`config.mk`:
```
export PLATFORM = sky130hd
export DESIGN_NAME = rgb565_rle_rect_decoder_core
export DESIGN_NICKNAME = d
export VERILOG_FILES = /design/src/hw/rtl/rrd_pkg.sv /design/src/hw/rtl/rrd_step.sv /design/src/hw/rtl/rgb565_rle_rect_decoder_core.sv
export SDC_FILE = /design/constraint.sdc
export NUM_CORES = 1
export LEC_CHECK = 0
export ABC_AREA = 1
export ABC_CLOCK_PERIOD_IN_PS = 8300
export BUFFER_PORTS_ARGS = -buffer_cell sky130_fd_sc_hd__buf_2
export CAP_MARGIN = 20
export CELL_PAD_IN_SITES_DETAIL_PLACEMENT = 0
export CELL_PAD_IN_SITES_GLOBAL_PLACEMENT = 1
export CORE_AREA = 2 2 125 157
export DETAILED_ROUTE_END_ITERATION = 10
export DIE_AREA = 0 0 127 159
export MAX_ROUTING_LAYER = met4
export PLACE_DENSITY_LB_ADDON = 0.1
export SYNTH_ARGS = -nofsm -noshare
export SYNTH_HDL_FRONTEND = slang
export SYNTH_SLANG_ARGS = --single-unit
export TNS_END_PERCENT = 100
```
`constraint.sdc`:
```
create_clock -name clk -period 8.3 [get_ports clk]
set_input_delay 2.49 -clock clk [delete_from_list [all_inputs] [get_ports clk]]
set_output_delay 2.49 -clock clk [all_outputs]
set_load 0.02 [all_outputs]
```
`src/hw/rtl/rrd_pkg.sv`:
```
// Shared types and codes for the RGB565 run-length rectangle decoder.
// Holds item mode codes, result status codes, the decoder state record
// and the divisibility-by-three helper. No dependencies.
package rrd_pkg;

    localparam int PIX_W   = 17;
    localparam int BYTES_W = 18;

    typedef enum logic [1:0] {
        MODE_START = 2'd0,
        MODE_RUN   = 2'd1,
        MODE_END   = 2'd2,
        MODE_NONE  = 2'd3
    } mode_t;

    typedef enum logic [3:0] {
        ST_RUN        = 4'd0,
        ST_RECT_OK    = 4'd1,
        ST_RECT_DONE  = 4'd2,
        ST_BAD_HEADER = 4'd3,
        ST_ZERO_RUN   = 4'd4,
        ST_EXHAUSTED  = 4'd5,
        ST_OVERRUN    = 4'd6,
        ST_INCOMPLETE = 4'd7,
        ST_IDLE       = 4'd8
    } status_t;

    typedef struct packed {
        logic [PIX_W-1:0]   pixels_expected;
        logic [PIX_W-1:0]   pixels_decoded;
        logic [BYTES_W-1:0] bytes_remaining;
        logic               rect_active;
        logic               error_seen;
    } dec_state_t;

    typedef struct packed {
        status_t          status;
        logic [15:0]      pixel;
        logic [7:0]       count;
        logic [PIX_W-1:0] index;
    } dec_result_t;

    // 4 == 1 mod 3, so summing base-4 digits keeps the residue
    function automatic logic div3(input logic [BYTES_W-1:0] v);
        logic [4:0] s1;
        logic [2:0] s2;
        logic [2:0] s3;
        s1 = '0;
        for (int i = 0; i < BYTES_W / 2; i++)
        begin
            s1 = s1 + {3'b000, v[2*i +: 2]};
        end
        s2 = {1'b0, s1[1:0]} + {1'b0, s1[3:2]} + {2'b00, s1[4]};
        s3 = {1'b0, s2[1:0]} + {2'b00, s2[2]};
        return (s3 == 3'd0) || (s3 == 3'd3);
    endfunction

endpackage

```
`src/hw/rtl/rrd_step.sv`:
```
// Next-state and result logic for one decoder item.
// Depends on rrd_pkg for the state record, result record and codes.
module rrd_step #(
    parameter int MAX_WIDTH  = 240,
    parameter int MAX_HEIGHT = 320
) (
    input  rrd_pkg::dec_state_t  cur,
    input  logic [1:0]           mode,
    input  logic [7:0]           rect_width,
    input  logic [8:0]           rect_height,
    input  logic [17:0]          payload_bytes,
    input  logic [7:0]           run_count,
    input  logic [15:0]          pixel_value,
    output rrd_pkg::dec_state_t  nxt,
    output rrd_pkg::dec_result_t res
);
    import rrd_pkg::*;

    localparam int HBITS = $clog2(MAX_HEIGHT + 1);
    localparam int HCW   = (HBITS > 9) ? HBITS : 9;

    logic             bad_header;
    logic [PIX_W:0]   run_end;
    logic [PIX_W-1:0] area;
    logic             open_rect;

    assign bad_header = (payload_bytes == '0) || !div3(payload_bytes)
                        || (rect_width > 8'(MAX_WIDTH))
                        || (HCW'(rect_height) > HCW'(MAX_HEIGHT));
    assign area       = PIX_W'(rect_width * rect_height);
    assign run_end    = {1'b0, cur.pixels_decoded} + (PIX_W + 1)'(run_count);
    assign open_rect  = cur.rect_active && !cur.error_seen;

    always_comb
    begin
        nxt = cur;
        res = '{status: ST_IDLE, pixel: '0, count: '0, index: '0};
        case (mode_t'(mode))
            MODE_START:
            begin
                nxt.error_seen     = 1'b0;
                nxt.pixels_decoded = '0;
                if (bad_header)
                begin
                    nxt.pixels_expected = '0;
                    nxt.bytes_remaining = '0;
                    nxt.error_seen      = 1'b1;
                    nxt.rect_active     = 1'b0;
                    res.status          = ST_BAD_HEADER;
                end
                else
                begin
                    nxt.pixels_expected = area;
                    nxt.bytes_remaining = payload_bytes;
                    nxt.rect_active     = 1'b1;
                    res.status          = ST_RECT_OK;
                end
            end
            MODE_RUN:
            begin
                if (open_rect)
                begin
                    if (cur.bytes_remaining < BYTES_W'(3))
                    begin
                        nxt.error_seen  = 1'b1;
                        nxt.rect_active = 1'b0;
                        res.status      = ST_EXHAUSTED;
                    end
                    else if (run_count == '0)
                    begin
                        nxt.error_seen  = 1'b1;
                        nxt.rect_active = 1'b0;
                        res.status      = ST_ZERO_RUN;
                    end
                    else if (run_end > {1'b0, cur.pixels_expected})
                    begin
                        nxt.error_seen  = 1'b1;
                        nxt.rect_active = 1'b0;
                        res.status      = ST_OVERRUN;
                    end
                    else
                    begin
                        res.status          = ST_RUN;
                        res.pixel           = pixel_value;
                        res.count           = run_count;
                        res.index           = cur.pixels_decoded;
                        nxt.pixels_decoded  = run_end[PIX_W-1:0];
                        nxt.bytes_remaining = cur.bytes_remaining - BYTES_W'(3);
                    end
                end
            end
            MODE_END:
            begin
                if (open_rect)
                begin
                    nxt.rect_active = 1'b0;
                    if ((cur.bytes_remaining == '0)
                        && (cur.pixels_decoded == cur.pixels_expected))
                    begin
                        res.status = ST_RECT_DONE;
                    end
                    else
                    begin
                        nxt.error_seen = 1'b1;
                        res.status     = ST_INCOMPLETE;
                    end
                end
            end
            default:
            begin
                res.status = ST_IDLE;
            end
        endcase
    end

endmodule

```
`src/hw/rtl/rgb565_rle_rect_decoder_core.sv`:
```
// Top level of the RGB565 run-length rectangle decoder.
// Depends on rrd_pkg and rrd_step.
//
// Usage: the input channel (in_valid/in_ready) carries one item per
// handshake: a rect start (width, height, payload length), a run triple
// (count, pixel) or a rect end. Each accepted item yields exactly one
// result item on the output channel (out_valid/out_ready): a status code
// and, for an emitted run, its pixel, count and linear start index.
// The result is registered at the edge that accepts the item. Throughput
// is one item per cycle while the receiver takes results; the single
// output register is refilled in the same cycle that it is taken.
// If the receiver stalls, the held result stays on the outputs and
// in_ready drops until it is taken; no item is lost.
// Reset clears the rectangle state (no rectangle open, no error, all
// counters zero) and empties the output register. Errors stick until
// the next rect start.
module rgb565_rle_rect_decoder_core #(
    parameter int MAX_WIDTH  = 240,
    parameter int MAX_HEIGHT = 320
) (
    input  logic        clk,
    input  logic        rst_n,
    input  logic        in_valid,
    output logic        in_ready,
    input  logic [1:0]  mode,
    input  logic [7:0]  rect_width,
    input  logic [8:0]  rect_height,
    input  logic [17:0] payload_bytes,
    input  logic [7:0]  run_count,
    input  logic [15:0] pixel_value,
    output logic        out_valid,
    input  logic        out_ready,
    output logic [3:0]  status,
    output logic [15:0] out_pixel,
    output logic [7:0]  out_count,
    output logic [16:0] start_index
);
    import rrd_pkg::*;

    dec_state_t  state_reg;
    dec_state_t  state_next;
    dec_result_t result_reg;
    dec_result_t result_next;
    logic        out_valid_reg;
    logic        in_fire;

    assign in_ready = !out_valid_reg || out_ready;
    assign in_fire  = in_valid && in_ready;

    rrd_step #(
        .MAX_WIDTH  (MAX_WIDTH),
        .MAX_HEIGHT (MAX_HEIGHT)
    ) u_step (
        .cur           (state_reg),
        .mode          (mode),
        .rect_width    (rect_width),
        .rect_height   (rect_height),
        .payload_bytes (payload_bytes),
        .run_count     (run_count),
        .pixel_value   (pixel_value),
        .nxt           (state_next),
        .res           (result_next)
    );

    always_ff @(posedge clk or negedge rst_n)
    begin
        if (!rst_n)
        begin
            state_reg     <= '0;
            out_valid_reg <= 1'b0;
        end
        else
        begin
            if (in_fire)
            begin
                state_reg     <= state_next;
                out_valid_reg <= 1'b1;
            end
            else if (out_ready)
            begin
                out_valid_reg <= 1'b0;
            end
        end
    end

    // payload only, no reset
    always_ff @(posedge clk)
    begin
        if (in_fire)
        begin
            result_reg <= result_next;
        end
    end

    assign out_valid   = out_valid_reg;
    assign status      = result_reg.status;
    assign out_pixel   = result_reg.pixel;
    assign out_count   = result_reg.count;
    assign start_index = result_reg.index;

    a_active_clean: assert property (@(posedge clk) disable iff (!rst_n)
        state_reg.rect_active |-> !state_reg.error_seen)
        else $error("open rectangle carries an error");

    a_decoded_bound: assert property (@(posedge clk) disable iff (!rst_n)
        state_reg.pixels_decoded <= state_reg.pixels_expected)
        else $error("decoded pixels exceed rectangle total");

    a_run_nonzero: assert property (@(posedge clk) disable iff (!rst_n)
        (out_valid_reg && (result_reg.status == ST_RUN)) |-> (result_reg.count != '0))
        else $error("emitted run has zero count");

    a_unused_mode: assert property (@(posedge clk) disable iff (!rst_n)
        (in_fire && (mode == MODE_NONE)) |=> ($stable(state_reg)
            && (result_reg.status == ST_IDLE)))
        else $error("unused mode changed state");

endmodule
```
Word level (Yosys, flattened, before mapping)
Cells that the tools add are included.
{"block": "word_totals", "word_cells": 92, "input_bits": 65, "register_bits": 100}
{"block": "classes", "n_bitwise": 2, "eq_ne": 11, "order_cmp": 4, "muxes": 27, "n_reduce_logical": 24, "n_addsub": 13, "n_mul": 1}
{"operator": "2-to-1 mux 41 bit", "n": 3}
{"operator": "2-to-1 mux 35 bit", "n": 3}
{"operator": "case mux 35 bit (2 select lines)", "n": 1}
{"operator": "2-to-1 mux 45 bit", "n": 1}
{"operator": "2-to-1 mux 37 bit", "n": 1}
{"operator": "zero test 18 bit", "n": 2}
{"operator": "adder 5 x 2 -> 5 bit", "n": 7}
{"operator": "2-to-1 mux 19 bit", "n": 1}
{"operator": "adder 17 x 8 -> 18 bit", "n": 1}
{"operator": "> comparator 18 x 17 -> 1 bit", "n": 1}
{"operator": "less-than comparator 18 x 2 -> 1 bit (second input constant)", "n": 1}
{"operator": "subtractor 18 x 2 -> 18 bit (second input constant)", "n": 1}
{"operator": "== test 17 bit", "n": 1}
{"operator": "multiplier 8 x 9 -> 17 bit", "n": 1}
{"operator": "2-to-1 mux 17 bit", "n": 1}
{"operator": "2-to-1 mux 4 bit", "n": 3}
{"operator": "case mux 4 bit (3 select lines)", "n": 1}
{"operator": "AND reduction 6 bit", "n": 2}
{"operator": "2-to-1 mux 2 bit", "n": 5}
{"operator": "> comparator 9 bit (second input constant)", "n": 1}
{"operator": "> comparator 8 bit (second input constant)", "n": 1}
{"operator": "zero test 8 bit", "n": 1}
{"operator": "!= test 2 bit (second input constant)", "n": 4}
{"operator": "adder 2 x 2 -> 3 bit", "n": 2}
{"operator": "21 further kinds", "n": 36}

Longest topological paths before layout
Gate-level depths: netlist (run 1).
{"block": "depth", "word_depth": 19, "mapped_depth": 30, "depth_no_buf": 29}

Hierarchy
Synthesis (run 1) repeated with hierarchy kept, for this count alone.
{"block": "unflattened", "cells_unflattened": 1285, "area_unflattened_um2": 9585.4}
{"module": "rrd_step", "cells_per_inst": 1000, "seq_area_each_um2": 0.0, "n_inst": 1, "area_per_inst_um2": 6022.0}
{"module": "rgb565_rle_rect_decoder_core", "cells_per_inst": 285, "seq_area_each_um2": 2727.6, "n_inst": 1, "area_per_inst_um2": 3563.4}

Worst setup path after synthesis (run 1)
No wires, ideal clock.
{"block": "synth_timing", "path_type": "input to register", "startpoint": "in payload_bytes[0]", "endpoint": "reg state_reg[49] (netlist bit)", "path_slack_ps": -38, "required_ps": 8217, "stages": 26, "path_buffers": 1, "setup_time_ps": 83, "arrival_ps": 8256, "cell_sequence": "ha_1 -> inv_1 -> fa_1 -> fa_1 -> fa_1 -> fa_1 -> inv_1 -> fa_1 -> ha_1 -> fa_1 -> inv_1 -> fa_1 -> inv_1 -> fa_1 -> ha_1 -> or2_2 -> a21oi_1 -> o21ai_0 -> inv_1 -> nand3_1 -> inv_2 -> nand2_1 -> buf_2 -> a21oi_1 -> o21ai_1 -> o21ai_0"}
{"block": "synth_via", "elab_chain_len": 18, "elab_cells_between_ends": 20, "cone_classes": "add/sub: 11; eq/ne: 1; mux: 1; reduce/logical: 7"}
{"item": "start, declared", "line": "rgb565_rle_rect_decoder_core.sv:28", "rtl": "input logic [17:0] payload_bytes,"}
{"item": "adder 2 x 2 -> 3 bit", "line": "rrd_pkg.sv:51", "rtl": "s1 = s1 + {3'b000, v[2*i +: 2]};"}
{"item": "adder 5 x 2 -> 5 bit (7 in a row)", "line": "rrd_pkg.sv:51"}
{"item": "adder 2 x 2 -> 3 bit", "line": "rrd_pkg.sv:53", "rtl": "s2 = {1'b0, s1[1:0]} + {1'b0, s1[3:2]} + {2'b00, s1[4]};"}
{"item": "adder 3 x 1 -> 3 bit", "line": "rrd_pkg.sv:53"}
{"item": "adder 2 x 1 -> 3 bit", "line": "rrd_pkg.sv:54", "rtl": "s3 = {1'b0, s2[1:0]} + {2'b00, s2[2]};"}
{"item": "== test 3 x 2 -> 1 bit or zero test 3 bit (tied branches)", "line": "rrd_pkg.sv:55", "rtl": "return (s3 == 3'd0) || (s3 == 3'd3);"}
{"item": "logical OR 1 bit", "line": "rrd_pkg.sv:55"}
{"item": "zero test 1 bit", "line": "rrd_step.sv:27", "rtl": "assign bad_header = (payload_bytes == '0) || !div3(payload_bytes)"}
{"item": "logical OR 1 bit *", "line": "rrd_step.sv:27"}
{"item": "logical OR 1 bit *", "line": "rrd_step.sv:28", "rtl": "|| (rect_width > 8'(MAX_WIDTH))"}
{"item": "logical OR 1 bit *", "line": "rrd_step.sv:29", "rtl": "|| (HCW'(rect_height) > HCW'(MAX_HEIGHT));"}
{"item": "2-to-1 mux 17 bit *", "line": "rrd_step.sv:43", "rtl": "if (bad_header)"}
{"item": "end signal, assigned", "line": "rgb565_rle_rect_decoder_core.sv:76", "rtl": "state_reg <= state_next;"}
{"item": "end, declared", "line": "rgb565_rle_rect_decoder_core.sv:40", "rtl": "dec_state_t state_reg;"}
Mark *: on every way between the ends. The rest lies on a longest branch, timed or not.
A chain may end at the register's enable or synchronous reset.

Worst setup path after layout (run 1)
{"block": "layout_timing", "startpoint": "in payload_bytes[0]", "endpoint": "reg state_reg[47] (netlist bit)"}
Same word-level chain as after synthesis.

==> results of run 1 <==
[worst max-delay path by stage]
stage / from / depth (start not counted) / to
floorplan: payload_bytes[0] / 26 / state_reg[49]
global placement: payload_bytes[0] / 26 / state_reg[45]
detailed placement: payload_bytes[0] / 26 / state_reg[45]
CTS: payload_bytes[0] / 26 / state_reg[45]
global route: payload_bytes[0] / 28 / state_reg[17]
finish: payload_bytes[0] / 27 / state_reg[47]
[repair_timing]
item                       CTS  global route
buffers inserted             0             2
setup endpoints to repair    3            38
pin swaps                    0             9
resized for setup            1            23
[cell usage after synthesis (all sizes together)]
library cell and n:
nand2 249, inv 239, nor2 102, ha 78, nand3 64, fa 57, dfrtp 55, a21oi 45
edfxtp 45, o21ai 43, clkbuf 22, xor2 17, buf 14, nand4 12, nor3 12, o22ai 9
xnor2 9, o31ai 8, nor4 7, o32ai 4, a21o 2, o2111ai 2, or2 2, a31o 1
a31oi 1, and2 1, and3 1, clkinv 1, nor3b 1, o211ai 1, o21a 1, o21bai 1
o311ai 1
[through the flow]
stage | power, mW | instance area (sq um) | cells | hold slack (ps)
6_report | 3.18 | 10100 | 1446 | 490
5_1_grt | 3.52 | 10100 | 1446 | 520
4_1_cts | 2.98 | 9940 | 1444 | 492
3_5_place_dp | 2.47 | 9590 | 1428 | 474
3_3_place_gp | 2.44 | 9580 | 1427 | 458
2_1_floorplan | 1.97 | 8850 | 1107 | 442
[area by class of cell]
cell class                      instances  area share, %
Clock inverter                          5           1.06
Timing Repair Buffer                  127           6.80
Inverter                              240           8.99
Clock buffer                           11           2.41
Multi-Input combinational cell        731           50.7
Tap cell                              232           2.89
Sequential cell                       100           27.1
[layer usage]
| layer | GRT usage, % | wire length [um] |
|---|---|---|
| met5 | - | 0 |
| met4 | 4.75 | 269 |
| met3 | 2.55 | 676 |
| met2 | 37.6 | 10100 |
| met1 | 27.7 | 9440 |
[cells by family (layout without fill, tap and decap cells)]
family,Yosys count,in the layout
AO/OA/AOI/OAI,119,119
flip-flops,100,100
AND/OR/NAND/NOR,451,451
XOR/XNOR,26,26
adder cells (fa/ha/maj),135,135
buffers and inverters,276,383
[cell usage in the layout, fill, tap and decap left out, drive strengths merged]
master	n
nand4	12
nor3b	1
nor3	12
nor4	7
o21a	1
and2	1
a31oi	1
xor2	17
inv	240
o311ai	1
a21o	2
xnor2	9
or2	2
o211ai	1
bufinv	3
o31ai	8
o21bai	1
clkinv	1
dfrtp	55
clkinvlp	1
clkbuf	11
a31o	1
and3	1
o21ai	43
fa	57
o32ai	4
ha	78
nand3	64
a21oi	45
nand2	249
o22ai	9
edfxtp	45
nor2	102
o2111ai	2
buf	127
[power by group through the flow]
stage,combinational (mW),clock [mW],sequential [mW]
after global placement,1.78,0,0.656
final,2.04,0.489,0.647
after global routing,2.34,0.520,0.656
after floorplan,1.31,0,0.662
after detailed placement,1.81,0,0.656
after CTS,1.83,0.503,0.647
[critical path, stage by stage]
cell and delay [ps]:
buf_2 110, ha_1 210, inv_2 60, fa_1 440, fa_1 560, fa_1 420
fa_1 490, inv_1 50, fa_1 440, ha_2 200, fa_1 550, inv_2 40
fa_2 340, inv_2 60, fa_1 420, ha_4 230, or2_2 260, a21oi_1 120
o21ai_1 80, inv_1 70, nand3_2 90, inv_2 110, nand2_4 80, buf_4 160
a21oi_2 90, o21ai_1 70, o21ai_0 70
==> metrics.md, run 1 <==
| Metric | Value |
|---|---|
| Status | `completed` |
| Post-layout util | `53.9%` |
| Hold_sp | `state_reg[1]` |
| Cell Rows | `56` |
| Worst-path fanout max | `7` |
| Synth unique cells | `48` |
| RR Endpoint | `out_count[2]` |
| P_int | `1.73 mW` |
| Gr usage total | `21.8%` |
| Post-Syn Area | `8850 sq um` |
| Latest clock arrival within the worst-skew pair | `350 ps` |
| Largest net degree at the start of global routing | `56` |
| I/O pin count | `112` |
| Area of the multi-input gates | `5100 sq um` |
| Post-Synth Simple-Gate Area | `22.2%` |
| Wire per inst | `14.2 um` |
| Initial antenna violation count | `0` |
| Full die area | `20,200 sq um` |
| Switching power | `1.44 mW` |
| #FFs+latches synth | `100` |
| Fraction of layout cells with a size suffix above 1 | `16.1%` |
| Reg-to-reg slack, setup | `4180 ps` |
| Hold Path Cell Cnt | `2` |
| DRT iter0 DRCs | `407` |
| Routed via count | `7,183` |
| Synth top area share | `15.6%` |
| Post-Synth Adder-Cell Area | `23.9%` |
| Antenna Cells | `0` |
| Register share of total power | `20.4%` |
| Min-Delay Path Class | `flip-flop to flip-flop` |
| Multiplexer share of the synthesized area | `0%` |
| WP data arrival | `8300 ps` |
| Sequential fraction of the synthesis area | `30.8%` |
| Core box area | `18,600 sq um` |
| Switching part of the total | `45.4%` |
| Min cycle time layout | `8040 ps` |
| Max-Cap Viols | `0` |
| Worst VDD drop | `0.557 mV` |
| Number of fill cells in the layout | `1,827` |
| Area Growth Syn to Fin | `13.6%` |
| Fmax achieved | `124 MHz` |
| Total global routing overflow | `0` |
| Clock Tree Root | `clkbuf_16` |
| Setup ws final | `259 ps` |
| Vias per cell | `4.97` |
| Syn_area_per_cell | `7.99 sq um` |
| Cts bufs inserted | `9` |
| DIE HEIGHT | `159 um` |
| XOR/XNOR Fraction of Synth Area | `2.57%` |
| Crit path required time | `8560 ps` |
| Die width | `127 um` |
| Worst rel slew slack | `39.8%` |
| Htree depth | `3` |
| Pre-antenna DRT Iters | `5` |
| Worst Skew | `11.1 ps` |
| Setup CP Type | `primary input to flip-flop` |
| Worst slew pin tran | `902 ps` |
| Clock share of power | `15.4%` |
| Gate Count Post-Synth | `1,107` |
| Max clock buf depth | `2` |
| P_leak | `5.41 nW` |
| RePlAce Congestion | `0.840` |
| # DRC | `0` |
| Final Hold Vio Count | `0` |
| Total Wirelength | `20,500 um` |
| R2R Path Start | `state_reg[22]` |
| Layout net count | `1,409` |
| Max reg flops | `54` |
| Leading area contributor after synthesis | `dfrtp_1` |
| CTS tree | `built` |
| R2R cell count | `27` |
| Power Density | `316 nW/um^2` |
| Clock Pin Slew Worst Setup and Hold Paths | `70 ps` |
| Hold path endpoint | `state_reg[1]` |
| Setup TNS Final | `0 ps` |
| PortBufs | `111` |
| Compound-cell area share of the yosys netlist | `7.88%` |
| Effective utilization at floorplan | `47.5%` |
| Mapped Nets | `1,307` |
| Main combinational cell family by area after synthesis | `adder cells` |
| First-pass GRT wire length | `34,900 um` |
| DP Worst Slack | `-391 ps` |
| Sequential Area | `2730 sq um` |
| Post-route ant nets | `0` |
| Final setup viols | `0` |
| Post-CTS Hold Fix Bufs | `0` |
| Setup crit start kind | `primary input` |
| Final Max Tran Viols | `0` |
| Combinational share of power | `64.2%` |
| # clock sinks | `100` |
| Vias in the first global route | `7,108` |
| Crit end category | `flip-flop` |
| Detail Placement HPWL | `15,900 um` |
| Final period utilization | `96.9%` |
| Synth warnings | `0` |
| Top post-synthesis cells by area | `dfrtp_1 (16%), edfxtp_1 (15%), fa_1 (13%), ha_1 (11%), nand2_1 (10%)` |
Note: power is estimated with default switching activity, not from simulation.
==> inputs of run 2 (changes only) <==
--- a/config.mk
+++ b/config.mk
@@ -15,4 +15,5 @@
 export DETAILED_ROUTE_END_ITERATION = 10
 export DIE_AREA = 0 0 127 159
+export GPL_TIMING_DRIVEN = 0
 export MAX_ROUTING_LAYER = met4
 export PLACE_DENSITY_LB_ADDON = 0.1
==> constraint.sdc (replaced) <==
create_clock -name clk -period 8.3 [get_ports clk]
set_input_delay 0.415 -clock clk [delete_from_list [all_inputs] [get_ports clk]]
set_output_delay 0.415 -clock clk [all_outputs]
set_load 0.02 [all_outputs]
==> metrics.md, run 2 (synthesis gave the netlist of run 1 again) <==
| Metric | Value |
|---|---|
| Final Hold Vio Count | `0 (unchanged)` |
| Min-Delay Path Class | `primary input to async pin` |
| DRT iter0 DRCs | `379 (-6.9%)` |
| Clock Pin Slew Worst Setup and Hold Paths | `70 ps (about the same)` |
| Setup crit start kind | `primary input` |
| Layout net count | `1,413 (+0.28%)` |
| R2R Path Start | `state_reg[20]` |
| Worst VDD drop | `0.379 mV (-32%)` |
| Fmax achieved | `152 MHz (+22%)` |
| Pre-antenna DRT Iters | `5 (unchanged)` |
| RR Endpoint | `out_pixel[12]` |
| # clock sinks | `100 (unchanged)` |
| Final period utilization | `79.4% (-17 points)` |
| CTS tree | `built` |
| Wire per inst | `14.2 um (-0.23%)` |
| Area of the multi-input gates | `5000 sq um (-1.9%)` |
| Post-layout util | `53.2% (-0.79 points)` |
| Placed cell count | `1,434 (+0.42%)` |
| Crit end category | `flip-flop` |
| Min cycle time layout | `6590 ps (-1450 ps)` |
| Cell Rows | `56 (unchanged)` |
| Setup TNS Final | `0 ps (unchanged)` |
| Total Wirelength | `20,500 um (about the same)` |
| R2R cell count | `29 (+7.4%)` |
| First-pass GRT wire length | `34,600 um (-0.95%)` |
| Final instance area | `9910 sq um (-1.5%)` |
| Power Density | `279 nW/um^2 (-12%)` |
| Final instance count without filler cells | `1,450 (+0.28%)` |
| I/O pin count | `112 (unchanged)` |
| Largest net degree at the start of global routing | `46 (-18%)` |
| Crit path required time | `8560 ps (about the same)` |
| Effective utilization at floorplan | `47.5% (unchanged)` |
| Cts bufs inserted | `9 (unchanged)` |
| Most common cell after layout, fill and taps aside | `nand2_1` |
| Area Growth Syn to Fin | `12.0%` |
| Full die area | `20,200 sq um (unchanged)` |
| Most frequent cells in the layout | `nand2_1 (245), inv_1 (236), buf_2 (98)` |
| DP Area | `9630 sq um (+0.38%)` |
| # DRC | `0 (unchanged)` |
| Vias in the first global route | `7,073 (-0.49%)` |
| Sequential Area | `2730 sq um (unchanged)` |
| Cts repair resizes | `0 (-1)` |
| Vias per cell | `4.91 (-1.1%)` |
| RePlAce Congestion | `0.884 (+5.2%)` |
| Gr usage total | `21.7% (-0.13 points)` |
| Worst rel slew slack | `39.7% (-0.12 points)` |
| Detail Placement HPWL | `16,600 um (+4.0%)` |
| Clock Tree Root | `clkbuf_16` |
| Postcts setup bufs | `0 (unchanged)` |
| Max clock buf depth | `2 (unchanged)` |
| Total global routing overflow | `0 (unchanged)` |
| Reg-to-reg slack, setup | `4300 ps (+120 ps)` |
| DIE HEIGHT | `159 um (unchanged)` |
| Post-route ant nets | `0 (unchanged)` |
| Latest clock arrival within the worst-skew pair | `350 ps (about the same)` |
| Fraction of layout cells with a size suffix above 1 | `12.9% (-3.3 points)` |
| Final Max Tran Viols | `0 (unchanged)` |
| Status | `completed` |
| Max reg flops | `54 (unchanged)` |
| Post-CTS Hold Fix Bufs | `0 (unchanged)` |
| WP data arrival | `6850 ps (-1450 ps)` |
| Number of fill cells in the layout | `1,830 (+0.16%)` |
| Htree depth | `3 (unchanged)` |
| Die width | `127 um (unchanged)` |
| PortBufs | `94 (-15%)` |
| Post-layout power | `2.76 mW (-13%)` |
| Worst-path fanout max | `10 (+3)` |
| Max-Cap Viols | `0 (unchanged)` |
| Routed via count | `7,124 (-0.82%)` |
| Final setup viols | `0 (unchanged)` |
| Antenna Cells | `0 (unchanged)` |
| Core box area | `18,600 sq um (unchanged)` |
| Worst Skew | `8.11 ps (-3.01 ps)` |
| Worst slew pin tran | `904 ps (+1.83 ps)` |
| Setup CP Type | `primary input to flip-flop` |
| RSZ-0062 raised after global routing | `false` |
| Initial antenna violation count | `0 (unchanged)` |
| P_leak | `5.31 nW (-1.9%)` |
==> run 2: cell count changes in the layout (fill, tap and decap cells not counted), moves of 3 or more <==
| cell | change |
|---|---|
| clkinvlp_4 | +3 |
| o32ai_1 | +3 |
| clkbuf_1 | +21 |
| inv_1 | +4 |
| ha_1 | +3 |
| buf_4 | -14 |
| o31ai_1 | +5 |
| o31ai_2 | -5 |
| bufinv_16 | -3 |
| buf_6 | +7 |
| inv_2 | -4 |
| o32ai_2 | -3 |
| buf_2 | -13 |
==> run 2: how the worst max path moves through the flow <==
stage / startpoint / to / slack, ps / cells after the start
after floorplan: payload_bytes[0] / state_reg[49] / 2040 / 26
after global placement: payload_bytes[0] / state_reg[53] / 1360 / 27
after detailed placement: payload_bytes[0] / state_reg[53] / 1330 / 27
after CTS: payload_bytes[0] / state_reg[53] / 1680 / 27
after global routing: payload_bytes[0] / state_reg[53] / 1310 / 27
final: payload_bytes[0] / state_reg[53] / 1710 / 27
==> run 2: layout make-up <==
type,instances,area share [%]
tap,232,2.93
buffer,36,2.13
timing repair buffer,95,4.95
clock buffer,10,2.31
clock inverter,6,0.505
sequential,100,27.5
multi-input combinational,731,50.5
inverter,240,9.12
==> run 2: power breakdown <==
part           internal (mW)  switching, mW  total, mW
registers              0.595         0.0466      0.642
clock network          0.206          0.193      0.399
logic                  0.631           1.09       1.72
total                   1.43           1.33       2.76
==> run 2: routing by layer <==
metal	vias to the layer above	wire length (um)	track usage [%]
met1	3308	9470	28.0
met2	134	10200	37.2
li1	3668	-	-
met4	0	223	4.35
met5	-	0	-
met3	14	645	2.28
==> run 2: worst max-delay path: stages <==
cell     delay, ps
buf_2          120
ha_1           200
inv_1           60
fa_1           420
fa_1           480
fa_1           530
fa_1           550
inv_1           50
fa_1           450
ha_1           240
fa_1           480
inv_1           50
fa_1           370
inv_1           70
fa_1           410
ha_1           310
or2_2          270
a21oi_1        120
o21ai_0        110
inv_1           70
nand3_1        200
inv_2          230
nand2_1         90
buf_2          220
a21oi_1        130
o21ai_1        110
o21ai_0         90
==> run 2: per-stage QoR <==
step           setup WS, ps  hold slack, ps
3_3_place_gp           1360             459
4_1_cts                1680             164
3_5_place_dp           1330             463
2_1_floorplan          2040             119
6_report               1710             142
5_1_grt                1310             200
==> inputs of run 3 (changes only) <==
- ABC_AREA: 1 -> 0
- ABC_CLOCK_PERIOD_IN_PS: 8300 -> 5800
- CORE_AREA: 2 2 125 157 -> 2 2 131 164
- DIE_AREA: 0 0 127 159 -> 0 0 133 166
- clock period: 8.3 -> 5.8 ns (I/O delays scaled with it)
==> metrics.md, run 3 <==
| Metric | Value |
|---|---|
| Die width | `133 um (+4.7%)` |
| First-pass GRT wire length | `34,000 um (-1.5%)` |
| Total Wirelength | `20,500 um (-0.32%)` |
| Critical Path Most Common Cell | `fa_1` |
| R2R cell count | `17 (-41%)` |
| Sequential fraction of the synthesis area | `32.1% (+1.3 points)` |
| Fmax achieved | `177 MHz` |
| CTS tree | `built` |
| I/O pin count | `112 (unchanged)` |
| Reg-to-reg slack, setup | `980 ps (-3320 ps)` |
| RR Endpoint | `start_index[12]` |
| Post-route ant nets | `0 (unchanged)` |
| PortBufs | `99 (+5.3%)` |
| Number of fill cells in the layout | `1,976 (+8.0%)` |
| Fraction of layout cells with a size suffix above 1 | `18.2% (+5.4 points)` |
| Synth top area share | `16.2% (+0.65 points)` |
| Worst-path fanout max | `6 (-4)` |
| Htree depth | `3 (unchanged)` |
| Primary FF master, synth | `dfrtp_1` |
| Post-Syn Area | `8490 sq um (-4.0%)` |
| Effective utilization at floorplan | `41.2% (-6.2 points)` |
| Vias per cell | `5.14 (+4.7%)` |
| Gr usage total | `19.6% (-2.1 points)` |
| XOR/XNOR Fraction of Synth Area | `4.95% (+2.4 points)` |
| Worst rel slew slack | `38.9% (-0.71 points)` |
| Crit path max-delay cell type | `fa_1` |
| Setup crit start kind | `primary input` |
| Wire per inst | `16.0 um (+13%)` |
| Clock Pin Slew Worst Setup and Hold Paths | `80 ps (about the same)` |
| Setup CP Type | `primary input to flip-flop` |
| Worst slew pin tran | `915 ps (+10.7 ps)` |
| Power Density | `593 nW/um^2 (+110%)` |
| Sequential Area | `2730 sq um (unchanged)` |
| P_leak | `4.74 nW (-11%)` |
| Core box area | `20,600 sq um (+11%)` |
| Cts bufs inserted | `9 (unchanged)` |
| Post-Synth Simple-Gate Area | `17.4% (-4.8 points)` |
| RSZ-0062 raised after global routing | `true` |
| Worst VDD drop | `1.83 mV (+380%)` |
| Async SR Flop Fraction | `55.0% (unchanged)` |
| Max clock buf depth | `2 (unchanged)` |
| Clock Tree Root | `clkbuf_16` |
| Area of the multi-input gates | `5420 sq um (+8.2%)` |
| Final Hold Vio Count | `0 (unchanged)` |
| Crit end category | `flip-flop` |
| Hold WS | `41.8 ps (-100 ps)` |
| R2R Path Start | `state_reg[20]` |
| Largest net degree at the start of global routing | `49 (+6.5%)` |
| Syn_area_per_cell | `9.63 sq um (+20%)` |
| # clock sinks | `100 (unchanged)` |
| RePlAce Congestion | `0.828 (-6.3%)` |
| Mapped Nets | `1,082 (-17%)` |
| Post-layout util | `48.2% (-4.9 points)` |
| WP data arrival | `5910 ps (-940 ps)` |
| DIE HEIGHT | `166 um (+4.4%)` |
| Max-Cap Viols | `0 (unchanged)` |
| DRT iter0 DRCs | `289 (-24%)` |
| Pre-antenna DRT Iters | `4 (-1)` |
| Detail Placement HPWL | `16,500 um (-0.70%)` |
| Initial antenna violation count | `0 (unchanged)` |
| Gate Count Post-Synth | `882 (-20%)` |
| #FFs+latches synth | `100 (unchanged)` |
| Most common cell in the netlist | `inv_1` |
| Area Growth Syn to Fin | `17.0%` |
| Vias in the first global route | `6,566 (-7.2%)` |
| Status | `completed` |
| Synth unique cells | `67 (+40%)` |
| Cell Rows | `59 (+5.4%)` |
| Main combinational cell family by area after synthesis | `adder cells` |
| Worst Skew | `13.7 ps (+5.55 ps)` |
| Min-Delay Path Class | `primary input to async pin` |
| Final period utilization | `97.4%` |
| Multiplexer share of the synthesized area | `0.383% (+0.38 points)` |
| Post-Synth Adder-Cell Area | `24.9% (+1.0 points)` |
| Max reg flops | `54 (unchanged)` |
| Full die area | `22,100 sq um (+9.3%)` |
| Crit path required time | `6070 ps (-2490 ps)` |
| Synth warnings | `0 (unchanged)` |
| Layout net count | `1,198 (-15%)` |
| Latest clock arrival within the worst-skew pair | `350 ps (about the same)` |
| Post-CTS Hold Fix Bufs | `0 (unchanged)` |
| CP max stage delay | `540 ps (about the same)` |
| Antenna Cells | `0 (unchanged)` |
| Crit-path cells | `buf_8 > ha_4 > inv_2 > fa_1 > fa_1 > fa_1 > fa_1 > inv_2 > fa_2 > ha_4 > fa_1 > inv_2 > fa_2 > inv_2 > fa_2 > ha_4 > xor2_2 > nor3_2 > buf_4 > o311ai_4 > nor2_2 > a21oi_1 > o221ai_1` |
| Leading area contributor after synthesis | `dfrtp_1` |
| Compound-cell area share of the yosys netlist | `13.6% (+5.7 points)` |
| Final setup viols | `0 (unchanged)` |
| EDFF count, synth | `45 (unchanged)` |
| Crit path launch | `payload_bytes[2]` |
| Most frequent cells in the layout | `inv_1 (106), buf_2 (106), nand2_1 (84)` |
| Synth top cells by count | `inv_1 (111), nand2_1 (84), and2_1 (78), ha_1 (78), fa_1 (57)` |
| Routed via count | `6,566 (-7.8%)` |
| Top post-synthesis cells by area | `dfrtp_1 (16%), edfxtp_1 (16%), fa_1 (13%), ha_1 (11%), and2_1 (5.7%)` |
| # DRC | `0 (unchanged)` |
| Min cycle time layout | `5650 ps` |
| Final Max Tran Viols | `0 (unchanged)` |
| Total global routing overflow | `0 (unchanged)` |
-- run 3: how the worst max path moves through the flow --
stage,slack [ps],endpoint,cells after the start
4_1_cts,-3,state_reg[1],23
3_3_place_gp,-560,state_reg[17],22
3_5_place_dp,-590,state_reg[17],24
5_1_grt,-50,status[1],23
6_report,150,state_reg[19],23
2_1_floorplan,8,status[1],21
-- run 3: kinds of logic after synthesis --
kind of cell / Yosys count
AND/OR/NAND/NOR: 286
AO/OA/AOI/OAI: 166
buffers and inverters: 144
adder cells (fa/ha/maj): 135
flip-flops: 100
XOR/XNOR: 48
multiplexers: 3
-- run 3: per-layer routing --
layer | global-route usage, % | wire length (um) | vias to the layer above
met5 | - | 0 | -
met4 | 5.80 | 420 | 0
met3 | 2.66 | 889 | 25
met2 | 32.4 | 10100 | 170
met1 | 25.2 | 9010 | 3135
li1 | - | - | 3236
-- run 3: power by group --
part / internal [mW] / total [mW] / switching, mW
combinational: 1.98 / 4.38 / 2.39
clock: 0.300 / 0.583 / 0.283
sequential: 0.843 / 0.931 / 0.0876
total: 3.13 / 5.89 / 2.76
-- run 3: per-stage QoR --
stage	cell area (sq um)	std cells	worst slack, ps	total power [mW]	setup TNS, ps
finish	9930	1277	153	5.89	0
global route	9930	1277	-46.4	6.32	-115
CTS	9780	1276	-3.48	5.49	-3.48
detailed placement	9420	1256	-590	4.07	-16230
global placement	9390	1255	-561	4.09	-15610
floorplan	8550	882	7.89	3.26	0
-- run 3: final cells by class --
class                   count  share of cell area (%)
well taps                 274                    3.45
multi-input cells         638                    54.5
repair buffers            105                    5.88
clock inverters             6                   0.554
inverters                 111                    4.19
flip-flops and latches    100                    27.5
plain buffers              33                    1.62
clock buffers              10                    2.31
-- run 3: worst max-delay path, delay by kind of cell --
| kind | cells | cell delay, ps |
|---|---|---|
| buf+inv | 6 | 450 |
| fa+ha+maj | 11 | 4210 |
| xor+xnor | 1 | 140 |
| simple gates | 2 | 370 |
| compound gates | 3 | 440 |
-- run 3: timing repair --
item,in CTS,in global routing
pin swaps,1,18
buffers inserted,2,1
cloned,2,0
endpoints found under the setup margin,31,38
resized for setup,11,29
